--- src/design/mexp_pkg.sv ---
// ----------------------------------------------------------------------------
// Modular exponentiation package
// Shared widths and defaults for the exponentiation core and its multiplier.
// ----------------------------------------------------------------------------
package mexp_pkg;

    localparam int FIELD_W           = 31;
    localparam int OPERAND_WIDTH_DEF = 31;

endpackage

--- src/design/mexp_modmul.sv ---
// ----------------------------------------------------------------------------
// Bit-serial modular multiplier
// Interleaved shift-and-add: one bit of the multiplier per cycle, MSB first,
// with the partial result kept below the modulus after every step.
// ----------------------------------------------------------------------------
module mexp_modmul
    import mexp_pkg::*;
#(
    parameter int W = OPERAND_WIDTH_DEF
) (
    input  logic         i_clk,
    input  logic         i_rst_n,
    input  logic         i_start,
    input  logic [W-1:0] i_mult,
    input  logic [W-1:0] i_mcand,
    input  logic [W:0]   i_mod,
    output logic         o_done,
    output logic [W-1:0] o_prod
);

    localparam int CNT_W = $clog2(W + 1);
    localparam int X     = W + 3;

    logic [W-1:0]     r_shift;
    logic [W-1:0]     r_mcand;
    logic [W-1:0]     r_acc;
    logic [CNT_W-1:0] r_cnt;
    logic             r_busy;

    logic [X-1:0] c0;
    logic [X-1:0] c1;
    logic [X-1:0] c2;
    logic [W-1:0] n_acc;

    // 2r + bit*b < 3m, so at most two subtractions of m
    always_comb begin
        c0 = X'({r_acc, 1'b0}) + (r_shift[W-1] ? X'(r_mcand) : X'(0));
        c1 = c0 - X'(i_mod);
        c2 = c0 - X'({i_mod, 1'b0});
        if (!c2[X-1]) begin
            n_acc = c2[W-1:0];
        end else if (!c1[X-1]) begin
            n_acc = c1[W-1:0];
        end else begin
            n_acc = c0[W-1:0];
        end
    end

    always_ff @(posedge i_clk) begin
        if (!i_rst_n) begin
            r_busy <= 1'b0;
            o_done <= 1'b0;
        end else begin
            o_done <= 1'b0;
            if (i_start && !r_busy) begin
                r_shift <= i_mult;
                r_mcand <= i_mcand;
                r_acc   <= '0;
                r_cnt   <= CNT_W'(W);
                r_busy  <= 1'b1;
            end else if (r_busy) begin
                r_shift <= {r_shift[W-2:0], 1'b0};
                r_acc   <= n_acc;
                r_cnt   <= r_cnt - CNT_W'(1);
                if (r_cnt == CNT_W'(1)) begin
                    r_busy <= 1'b0;
                    o_done <= 1'b1;
                end
            end
        end
    end

    assign o_prod = r_acc;

endmodule

--- src/design/modular_exponentiation_core.sv ---
// ----------------------------------------------------------------------------
// Modular exponentiation core
// Right-to-left square-and-multiply; the square and the multiply of each
// exponent bit run side by side on two bit-serial modular multipliers.
// ----------------------------------------------------------------------------
// Operation: a zero exponent returns one in the cycle after start; otherwise the
// core first reduces the base, then runs one square-and-multiply step per exponent
// bit up to the highest set bit, each multiply taking one multiplier bit per cycle.
// Throughput: one request at a time; busy stays high until the result strobe.
// Results cannot be stalled. Reset is synchronous and sets the modulus to 1.
module modular_exponentiation_core
    import mexp_pkg::*;
#(
    parameter int OPERAND_WIDTH = OPERAND_WIDTH_DEF
) (
    input  logic               i_clk,
    input  logic               i_rst_n,
    input  logic               i_cfg_we,
    input  logic [FIELD_W-1:0] i_cfg_wdata,
    input  logic               start,
    input  logic [FIELD_W-1:0] i_base,
    input  logic [FIELD_W-1:0] i_exponent,
    output logic               busy,
    output logic               o_valid,
    output logic [FIELD_W-1:0] o_result
);

    localparam int W = OPERAND_WIDTH;

    typedef enum logic [1:0] {
        S_IDLE,
        S_BASE,
        S_LOOP
    } t_state;

    t_state       r_state;
    logic         r_go;
    logic [W-1:0] r_mod;
    logic [W-1:0] r_e;
    logic [W-1:0] r_acc;
    logic [W-1:0] r_sq;

    logic [W:0]   mod_eff;
    logic [W-1:0] one_red;
    logic [W-1:0] mult_a;
    logic [W-1:0] mcand_a;
    logic         go_b;
    logic         done_a;
    logic         done_b;
    logic [W-1:0] prod_a;
    logic [W-1:0] prod_b;
    logic [W-1:0] n_acc;

    // a zero modulus reduces modulo 2^W
    assign mod_eff = {(r_mod == '0), r_mod};
    assign one_red = (r_mod == W'(1)) ? '0 : W'(1);

    assign mult_a  = (r_state == S_LOOP) ? r_acc : r_sq;
    assign mcand_a = (r_state == S_LOOP) ? r_sq  : one_red;
    assign go_b    = r_go && (r_state == S_LOOP);
    assign n_acc   = r_e[0] ? prod_a : r_acc;

    mexp_modmul #(
        .W (W)
    ) u_mul (
        .i_clk   (i_clk),
        .i_rst_n (i_rst_n),
        .i_start (r_go),
        .i_mult  (mult_a),
        .i_mcand (mcand_a),
        .i_mod   (mod_eff),
        .o_done  (done_a),
        .o_prod  (prod_a)
    );

    mexp_modmul #(
        .W (W)
    ) u_sqr (
        .i_clk   (i_clk),
        .i_rst_n (i_rst_n),
        .i_start (go_b),
        .i_mult  (r_sq),
        .i_mcand (r_sq),
        .i_mod   (mod_eff),
        .o_done  (done_b),
        .o_prod  (prod_b)
    );

    always_ff @(posedge i_clk) begin
        if (!i_rst_n) begin
            r_state <= S_IDLE;
            r_go    <= 1'b0;
            r_mod   <= W'(1);
            busy    <= 1'b0;
            o_valid <= 1'b0;
        end else begin
            r_go    <= 1'b0;
            o_valid <= 1'b0;
            if (i_cfg_we) begin
                r_mod <= i_cfg_wdata[W-1:0];
            end
            case (r_state)
                S_IDLE: begin
                    if (start) begin
                        if (i_exponent[W-1:0] == '0) begin
                            o_valid  <= 1'b1;
                            o_result <= FIELD_W'(1);
                        end else begin
                            r_e     <= i_exponent[W-1:0];
                            r_sq    <= i_base[W-1:0];
                            r_go    <= 1'b1;
                            busy    <= 1'b1;
                            r_state <= S_BASE;
                        end
                    end
                end
                S_BASE: begin
                    if (done_a) begin
                        r_sq    <= prod_a;
                        r_acc   <= one_red;
                        r_go    <= 1'b1;
                        r_state <= S_LOOP;
                    end
                end
                S_LOOP: begin
                    if (done_a) begin
                        r_acc <= n_acc;
                        r_sq  <= prod_b;
                        r_e   <= r_e >> 1;
                        if (r_e[W-1:1] == '0) begin
                            o_valid  <= 1'b1;
                            o_result <= FIELD_W'(n_acc);
                            busy     <= 1'b0;
                            r_state  <= S_IDLE;
                        end else begin
                            r_go <= 1'b1;
                        end
                    end
                end
                default: begin
                    r_state <= S_IDLE;
                    busy    <= 1'b0;
                end
            endcase
        end
    end

    a_valid_not_busy: assert property (@(posedge i_clk) disable iff (!i_rst_n)
        o_valid |-> !busy)
        else $error("result strobe while busy");

    a_units_in_step: assert property (@(posedge i_clk) disable iff (!i_rst_n)
        done_b |-> done_a)
        else $error("square and multiply units out of step");

    a_zero_exponent: assert property (@(posedge i_clk) disable iff (!i_rst_n)
        (start && !busy && (i_exponent[W-1:0] == '0))
            |=> (o_valid && (o_result == FIELD_W'(1))))
        else $error("zero exponent did not return one");

endmodule
--- config.mk ---
export PLATFORM = sky130hd
export DESIGN_NAME = modular_exponentiation_core
export DESIGN_NICKNAME = d
export VERILOG_FILES = /design/src/design/mexp_pkg.sv /design/src/design/mexp_modmul.sv /design/src/design/modular_exponentiation_core.sv
export SDC_FILE = /design/constraint.sdc
export NUM_CORES = 1
export LEC_CHECK = 0
export BUFFER_PORTS_ARGS = -buffer_cell sky130_fd_sc_hd__buf_4
export CAP_MARGIN = 5
export CORE_ASPECT_RATIO = 0.75
export CORE_UTILIZATION = 40
export DETAILED_ROUTE_END_ITERATION = 12
export PLACE_DENSITY = 0.6
export SLEW_MARGIN = 20
export SYNTH_ARGS = -nofsm -noshare
export SYNTH_HDL_FRONTEND = slang
export SYNTH_SLANG_ARGS = --single-unit
--- constraint.sdc ---
create_clock -name i_clk -period 11.4 [get_ports i_clk]
set_input_delay 2.28 -clock i_clk [delete_from_list [all_inputs] [get_ports i_clk]]
set_output_delay 2.28 -clock i_clk [all_outputs]
set_load 0.05 [all_outputs]
==> impl_metrics.csv <==
group,metric,value,unit
final_layout,layout_common_cells,"320 x edfxtp_1, 278 x nand2_1, 202 x a21oi_1",
setup_path,critPathCaptureType,"register",
timing,tightest_slew,1.04,ns
timing,fin_crit,6.58,ns
timing,finalHoldViolations,0,
timing,rsz0062_at_grt,"no",
final_layout,layout_commonest_cell,"edfxtp_1",
routing,vias_per_cell,5.72,
logic_synthesis,synth_top_cell_area_share,37.5,%
power_and_ir_drop,swShare,38.1,%
logic_synthesis,synth-simple-area-share,16.4,%
routing,drc,0,
logic_synthesis,ys_types,80,
global_routing,grt_usage,23.0,%
final_layout,fillCellCount,6079,
flow_run,cap_violations,0,
logic_synthesis,synth_edf_count,320,
logic_synthesis,synth_fa_ha_area_share,10.0,%
logic_synthesis,synth_xor_area_share,4.79,%
clock_tree,cts_resized,0,
place,place_hpwl,58.3,mm
setup_path,cp.required,11.77,ns
clock_tree,clockRootBuffer,"clkbuf_16",
die,die_area,65000,µm²
power_and_ir_drop,combPwrFrac,41.4,%
final_layout,fin_area,28700,µm²
power_and_ir_drop,intPower,0.00313,W
logic_synthesis,synth_top_area_cell,"edfxtp_1",
timing,drv_slew,0,
clock_tree,cts_tree,"yes",
clock_tree,hold_buffers,0,
clock_tree,cts_max_path_buffers,3,
power_and_ir_drop,p_switching,0.00192,W
clock_tree,clk_pin_slew,0.06,ns
logic_synthesis,yosysSeqAreaShare,40.6,%
clock_tree,cts.sinks,359,
global_routing,grt_max_degree,82,
die,dieHeight,221,µm
routing,drt-initial-drc-count,1842,
die,die_width,294,µm
timing,setup_violations,0,
logic_synthesis,netlist_instances,2662,
power_and_ir_drop,clkPwrFrac,25.6,%
routing,vias,20700,
setup_path,worstSetupPathType,"reg2reg",
logic_synthesis,synth_top_family_by_area,"compound AO/OA/AOI/OAI gates",
logic_synthesis,synth_area_leaders,"edfxtp_1 38%, ha_1 9.6%, mux2i_1 4.8%",
logic_synthesis,muxShareOfSynthArea,6.17,%
final_layout,syn_to_final_growth,12.2,%
power_and_ir_drop,power_density,176,nW/µm²
final_layout,nets,3050,
setup_path,crit_fanout,45,
setup_path,start_kind,"register",
global_routing,grt_pass1_wl,116,mm
hold_path,hp-class,"reg2reg",
outcome,status,"finished clean",
logic_synthesis,ys_warn_count,0,
clock_tree,h-tree-depth,2,
final_layout,num_antenna_cells,0,
setup_path,cp.arrival,6.96,ns
logic_synthesis,syn_area,25600,µm²
timing,slew_headroom,30.4,%
power_and_ir_drop,p_leak,11.2,nW
place,placed_area,27400,µm²
final_layout,drive_above_1_share,9.76,%
routing,dr.pass1.iters,6,
global_routing,grt_pass1_vias,19300,
die,ioPinCount,130,
logic_synthesis,synth_compound_area_share,18.9,%
die,initial_core_util,40.9,%
timing,final.setup_skew,0.0197,ns
routing,wl,76.4,mm
routing,ant_nets,0,
timing,fmax,152,MHz
global_routing,antenna_found_initial,1,
power_and_ir_drop,ir_worst_vdd,0.203,mV
clock_tree,cts_buffers,40,
logic_synthesis,ys_async_sr_fraction,0,%
final_layout,fin_cells,3627,
logic_synthesis,yosys_register_bits,359,
timing,fin_crit_sh,57.8,%
logic_synthesis,synth_ff_type,"edfxtp_1",
clock_tree,clock_latency,0.57,ns
global_routing,grt_overflow,0,
routing,routedWlPerCell,21.1,µm
logic_synthesis,synth_fp_nets,2961,
clock_tree,cts_setup_buffers,0,
timing,final.setup.worst_slack,4.82,ns
place,globalplace.congestion,0.973,
die,rows,79,
logic_synthesis,avgSynthCellArea,9.62,µm²
timing,tns,0,ns
place,place_inst,3558,
power_and_ir_drop,seq_power_share,33.0,%
place,pre_cts_slack,4.65,ns
die,core-area,62700,µm²
place,port_buffers,129,
[per-layer routing]
layer	vias to the layer above	global-route usage (%)	wire length (µm)
li1	10100	-	-
met1	9976	33.2	36100
met2	599	35.7	34100
met3	91	3.10	4240
met4	0	6.42	1930
met5	-	0	0
[through the flow]
| stage | hold WS [ns] | power [W] | utilization (%) |
|---|---|---|---|
| finish | 0.515 | 0.00505 | 45.8 |
| global placement | 0.485 | 0.00373 | 43.8 |
| detailed placement | 0.499 | 0.00375 | 43.8 |
| floorplan | 0.449 | 0.00320 | - |
| global route | 0.530 | 0.00535 | 45.8 |
| CTS | 0.516 | 0.00506 | 45.8 |
[state kept, by name (all words and copies together) (netlist names), 2 cells and up]
name / cells
o_result: 31
r_acc: 31
r_e: 31
r_mod: 31
r_sq: 31
r_state: 2
u_mul.o_prod: 31
u_mul.r_cnt: 5
u_mul.r_mcand: 31
u_mul.r_shift: 31
u_sqr.o_prod: 31
u_sqr.r_cnt: 5
u_sqr.r_mcand: 31
u_sqr.r_shift: 31
[kinds of logic after synthesis]
family,count (synthesis)
compound gates,752
xor+xnor,140
fa+ha+maj,202
buf+inv,205
flops,359
mux,154
simple gates,850
[layout make-up]
class	instances	area [µm²]	share of cell area (%)
Multi-Input combinational cell	2098	14500	50.4
Sequential cell	359	10400	36.2
Timing Repair Buffer	152	1150	4.02
Clock buffer	51	1070	3.73
Tap cell	850	1060	3.70
Inverter	100	375	1.31
Clock inverter	17	189	0.658
[cells in the mapped netlist (9+ instances only)]
library cell,count
and3_1,21
xor2_1,44
o211ai_1,19
dfxtp_1,39
o21a_1,34
o21bai_1,25
nor3_1,39
a22oi_1,31
inv_1,100
o21ai_1,11
nor4_1,24
nor2_1,148
xnor2_1,96
o31a_1,9
mux2_2,30
nand2b_1,19
edfxtp_1,320
a21o_1,66
a211oi_1,28
nand4_1,28
o22ai_1,12
a21oi_1,204
clkbuf_1,88
nand2_1,278
and2_1,108
o21ai_0,165
or2_2,10
nand3_1,41
mux2i_1,123
o31ai_1,9
a31oi_1,40
nor2b_1,93
ha_1,196
or3_1,19
[power by group through the flow]
stage / registers (W) / clock network (W) / logic, W
after floorplan: 0.00167 / 0 / 0.00153
after global placement: 0.00169 / 0 / 0.00204
after detailed placement: 0.00169 / 0 / 0.00206
after CTS: 0.00167 / 0.00132 / 0.00207
after global routing: 0.00167 / 0.00137 / 0.00230
final: 0.00166 / 0.00129 / 0.00209
[path summary, 6_finish.rpt]
path	from	end	slack [ns]	cells after the start
max	u_mul.r_shift[30]$_DFFE_PP_	u_mul.o_prod[19]$_SDFFCE_PP0P_	4.82	19
min	r_sq[17]$_DFFE_PP_	u_sqr.r_mcand[17]$_DFFE_PP_	0.51	0
max reg2reg	u_mul.r_shift[30]$_DFFE_PP_	u_mul.o_prod[19]$_SDFFCE_PP0P_	4.82	19
min reg2reg	r_sq[17]$_DFFE_PP_	u_sqr.r_mcand[17]$_DFFE_PP_	0.51	0
[critical path, stage by stage, from the launching register on]
cell and delay (ns):
edfxtp_1 0.86, and2_1 0.23, ha_1 0.27, a21oi_1 0.23, a21boi_0 0.32, o21ai_0 0.17
a22o_1 0.28, a211oi_1 0.64, o31ai_1 0.26, xor2_1 0.33, ha_1 0.35, a21o_1 0.20
a21oi_1 0.17, o21ai_0 0.19, nor2b_1 0.18, a21oi_1 0.29, a21o_1 0.16, buf_4 0.38
nand2_1 0.44, o32ai_1 0.40
No activity file was read; power rests on OpenSTA's default activity.
